[config.mk]
export PLATFORM = sky130hd
export DESIGN_NAME = lzd_out_reg
export DESIGN_NICKNAME = d
export VERILOG_FILES = /design/src/hw/rtl/lzd_pkg.sv /design/src/hw/rtl/lzd_out_reg.sv
export SDC_FILE = /design/constraint.sdc
export NUM_CORES = 1
export LEC_CHECK = 0
export BUFFER_PORTS_ARGS = -buffer_cell sky130_fd_sc_hd__buf_2
export CAP_MARGIN = 20
export CELL_PAD_IN_SITES_DETAIL_PLACEMENT = 1
export CELL_PAD_IN_SITES_GLOBAL_PLACEMENT = 2
export CORE_AREA = 2 2 43 45
export DETAILED_ROUTE_END_ITERATION = 7
export DIE_AREA = 0 0 45 47
export PLACE_DENSITY = 0.73
export SETUP_SLACK_MARGIN = 0.3
export SLEW_MARGIN = 0
export SYNTH_ARGS = -nofsm -noshare
export SYNTH_HDL_FRONTEND = slang
export SYNTH_SLANG_ARGS = --single-unit
export TNS_END_PERCENT = 10
[constraint.sdc]
create_clock -name clk_i -period 0.9 [get_ports clk_i]
set_clock_uncertainty 0.05 [all_clocks]
set_input_delay 0.135 -clock clk_i [delete_from_list [all_inputs] [get_ports clk_i]]
set_output_delay 0.135 -clock clk_i [all_outputs]
set_load 0.1 [all_outputs]
[src/hw/rtl/lzd_pkg.sv]
// Shared types and constants of the LZ77 stream decompressor.
package lzd_pkg;

  // Width of the raw length field in the stream header.
  localparam int unsigned HDR_LEN_W = 24;
  // Width of a match distance (1 to 4096) and of a match length (3 to 18).
  localparam int unsigned DIST_W = 13;
  localparam int unsigned LEN_W = 5;
  localparam int unsigned MATCH_LEN_BIAS = 3;
  localparam int unsigned TOKENS_PER_FLAG = 8;
  localparam int unsigned TOK_SEL_W = 3;
  localparam int unsigned TOK_IDX_W = 4;
  localparam logic [1:0] HDR_LAST = 2'd3;

  typedef enum logic [2:0] {
    PH_HEADER = 3'd0,
    PH_FLAG   = 3'd1,
    PH_TOKEN  = 3'd2,
    PH_MATCH2 = 3'd3,
    PH_DONE   = 3'd4
  } phase_e;

  typedef enum logic [1:0] {
    SQ_IDLE = 2'd0,
    SQ_READ = 2'd1,
    SQ_EMIT = 2'd2
  } seq_e;

  typedef struct packed {
    logic [7:0] data;
    logic       last;
    logic       eos;
  } out_item_t;

endpackage

[src/hw/rtl/lzd_out_reg.sv]
// Output register stage that holds one result byte while the sink stalls.
module lzd_out_reg (
  input  logic               clk_i,
  input  logic               rst_ni,
  input  logic               load_i,
  input  lzd_pkg::out_item_t item_i,
  output logic               ready_o,
  output logic               out_valid_o,
  input  logic               out_stall_i,
  output logic [7:0]         out_byte_o,
  output logic               last_of_run_o,
  output logic               end_of_stream_o
);
  import lzd_pkg::*;

  logic      valid_d, valid_q;
  out_item_t item_q;

  // The register may be reloaded in the cycle its current byte is transferred.
  assign ready_o = !valid_q || !out_stall_i;
  assign valid_d = load_i ? 1'b1 : (valid_q && out_stall_i);

  always_ff @(posedge clk_i or negedge rst_ni) begin
    if (!rst_ni) begin
      valid_q <= 1'b0;
    end else begin
      valid_q <= valid_d;
    end
  end

  always_ff @(posedge clk_i) begin
    if (load_i) begin
      item_q <= item_i;
    end
  end

  assign out_valid_o     = valid_q;
  assign out_byte_o      = item_q.data;
  assign last_of_run_o   = item_q.last;
  assign end_of_stream_o = item_q.eos;

endmodule

==> Flow_metrics.wiki <==
{| class="wikitable"
! Metric !! Value
|-
| Flip-flop and latch count after synthesis || 11
|-
| Total number of nets in the final design || 58
|-
| Maximum level of the CTS H-tree || 1
|-
| Setup repair after global routing missed its margin || true
|-
| # DRC || 0
|-
| CTS root buf || sky130_fd_sc_hd__clkbuf_4
|-
| Cell class contributing the biggest share of worst-path delay || flip-flops
|-
| Hold buffer count at CTS || 1
|-
| Maximum count of clock buffers along a single path || 2
|-
| Met1 track demand over resource in global routing || 8.92%
|-
| Hold Crit Class || in2reg
|-
| Yosys top cell area share || 89.2%
|-
| Ordered list of cells on the worst path || nand2_8 > buf_12
|-
| Top cell type by total area after synthesis || sky130_fd_sc_hd__edfxtp_1
|-
| Capturing element type of the critical path || output pin
|-
| Global-route wire length before repair || 1130 um
|-
| Die Area || 0.00212 mm2
|-
| Crit path max fanout || 3
|-
| VDD IR-drop max || 0.870 mV
|-
| Initial core utilization || 20.4%
|-
| Slew Limit Headroom || 84.3%
|-
| Total iterations of the first detailed-routing run || 2
|-
| Critical path's slowest cell || sky130_fd_sc_hd__dfrtp_4
|-
| RR Startpoint || out_valid_o
|-
| Total core area || 0.00165 mm2
|-
| Fraction of final layout cells sized beyond drive strength 1 || 69.8%
|-
| Worst EP arrival || 1020 ps
|-
| Highest attainable clock frequency || 829 MHz
|-
| Total clock buffers created by CTS || 3
|-
| Number of buffer and inverter instances along the worst setup path || 1
|-
| P&R area growth vs syn || 114%
|-
| GR Util All Layers || 8.10%
|-
| Worst setup path category || reg2out
|-
| Average via count per standard cell || 3.88
|-
| Number of enable-type register cells in the synthesized netlist || 10
|-
| Post-layout utilization of the core || 43.6%
|-
| Critical path depth || 2
|-
| Most used routing layer in global routing || met2
|-
| Met2 Usage GRT || 12.9%
|-
| Clock tree from TritonCTS || built
|-
| Drt first-iter violations || 1
|-
| Insertion delay of the later-clocked pin in the worst-skew pair || 260 ps
|-
| Number of max-slew violations in the final report || 0
|-
| Final hold viol count || 6
|-
| Placer's final routability congestion estimate || 0.596
|-
| Post-synthesis cell count || 13
|-
| Antenna violations before repair || 0
|-
| Non-Filler Cell Area, Final || 719 um2
|-
| Std-Cell Rows || 15
|-
| Worst hold margin || -4.40 ps
|-
| Required arrival time at the worst endpoint || 710 ps
|-
| Clock sink count || 11
|-
| Endpoint of the worst-slack reg-to-reg timing path || out_valid_o
|-
| Minimum period implied by the final worst setup slack || 1210 ps
|-
| Maximum number of pins on one net before global-route repair || 12
|-
| Via count of the first global-routing pass || 260
|-
| Violated checks || negative hold slack, negative setup slack
|-
| GR Util met3 || 2.31%
|-
| Outcome || finished, violations left
|-
| Sequential-to-total area share from yosys stat || 96.7%
|-
| Count of buffers added by post-CTS timing repair for setup || 0
|-
| Critical path's largest stage delay || 520 ps
|-
| Number of port buffers || 25
|-
| Horiz. Die Dim || 45 um
|-
| Vias after detailed routing || 233
|-
| Fin worst setup slack || -306 ps
|-
| Antenna diode count || 0
|-
| Synth top cells by count || sky130_fd_sc_hd__edfxtp_1, sky130_fd_sc_hd__a21o_1, sky130_fd_sc_hd__dfrtp_1, sky130_fd_sc_hd__nand2_1
|-
| Syn Area/Cell || 25.9 um2
|-
| End of the critical path || ready_o
|-
| Distinct cells, synth || 4
|-
| Number of nets still failing antenna checks after routing || 0
|-
| Prevailing post-synth register cell || sky130_fd_sc_hd__edfxtp_1
|-
| Total Wirelength || 757 um
|-
| Die Span Y || 47 um
|-
| Power density over the cells || 2080 mW/mm2
|-
| Total setup violations reported at the end of the flow || 12
|-
| Mean routed wirelength per cell || 12.6 um
|-
| Nets in the synthesized netlist || 27
|-
| Synth warnings || 0
|-
| Reg2Reg Setup Slack || 30 ps
|-
| Clock transition at the registers of the reported paths || 70 ps
|-
| Leading cell type by number of instances after synthesis || sky130_fd_sc_hd__edfxtp_1
|-
| Syn Std Cell Area || 337 um2
|-
| Launch point of the worst path || out_valid_o
|-
| Async SR Flop Fraction || 9.09%
|-
| Final clock period utilization by the worst path || 134%
|-
| Type of origin of the critical path || flop
|-
| Worst Reg-to-Reg Cells || 1
|-
| Dpl cell area || 683 um2
|-
| Total congestion overflow || 0
|-
| Max Cap Violations || 0
|-
| Actual slew at the worst max-slew pin || 236 ps
|-
| Post-placement worst setup slack || -40.2 ps
|-
| Cell types occupying the most area after synthesis || sky130_fd_sc_hd__edfxtp_1, sky130_fd_sc_hd__dfrtp_1, sky130_fd_sc_hd__a21o_1
|-
| Leakage power figure || 0.000303 uW
|-
| Top-level I/O count || 26
|}
layout by cell type (no fill, tap or decap):
cell                             n
sky130_fd_sc_hd__buf_2          13
sky130_fd_sc_hd__dfrtp_4         1
sky130_fd_sc_hd__clkbuf_4        3
sky130_fd_sc_hd__buf_12         12
sky130_fd_sc_hd__clkbuf_1        1
sky130_fd_sc_hd__nand2_8         1
sky130_fd_sc_hd__dlygate4sd3_1   1
sky130_fd_sc_hd__edfxtp_1       10
sky130_fd_sc_hd__a21o_1          1
how the worst min path moves through the flow:
stage / startpoint / to / slack, ps / cells after the start
after global routing: item_i[2] / out_byte_o[0] / -20 / 1
after global placement: rst_ni / out_valid_o / -140 / 1
after detailed placement: rst_ni / out_valid_o / -140 / 1
after floorplan: rst_ni / out_valid_o / -210 / 0
final: item_i[4] / out_byte_o[2] / -4 / 1
after CTS: item_i[4] / out_byte_o[2] / -10 / 1
flip-flops by register name, summed over array words and instances, names as in the netlist:
signal and cells:
out_byte_o 8, end_of_stream_o 1, last_of_run_o 1, out_valid_o 1
final cells by class:
class / instances / area, um2
fillers: 167 / 932
flip-flops and latches: 11 / 329
repair buffers: 26 / 315
multi-input cells: 2 / 27.5
clock buffers: 4 / 26.3
well taps: 17 / 21.3
where the power goes:
part           switching (uW)  internal, uW
clock network             154           171
logic                     345           184
registers                37.4           606
repair_timing:
item                                    in CTS  in global routing
endpoints found under the setup margin      13                 13
hold endpoints to repair                    10                 10
resized for setup                            0                  0
pin swaps                                    1                  0
cloned                                       0                  0
layer usage:
metal,part of all wire (%),wire [um],vias to the layer above
met1,32,244,109
met3,10,78,0
met2,57,434,13
met5,0,0,-
li1,-,-,111
met4,0,0,0
cells by family (layout without fill, tap and decap cells):
group                  count (synthesis)  after routing  share of synthesized area (%)
DFF                                   11             11                           96.7
AOI/OAI and AO/OA                      1              1                           2.23
and+or+nand+nor                        1              1                           1.11
buffers and inverters                  0             30                              0
stage by stage:
step                      cells  setup TNS, ps  power [uW]
after floorplan              13          -2130         948
after global placement       55          -34.3        1180
after detailed placement     55          -40.2        1180
after CTS                    60          -2280        1520
after global routing         60          -2490        1560
final                        60          -2090        1500
Power figures use the tool's default switching activity.
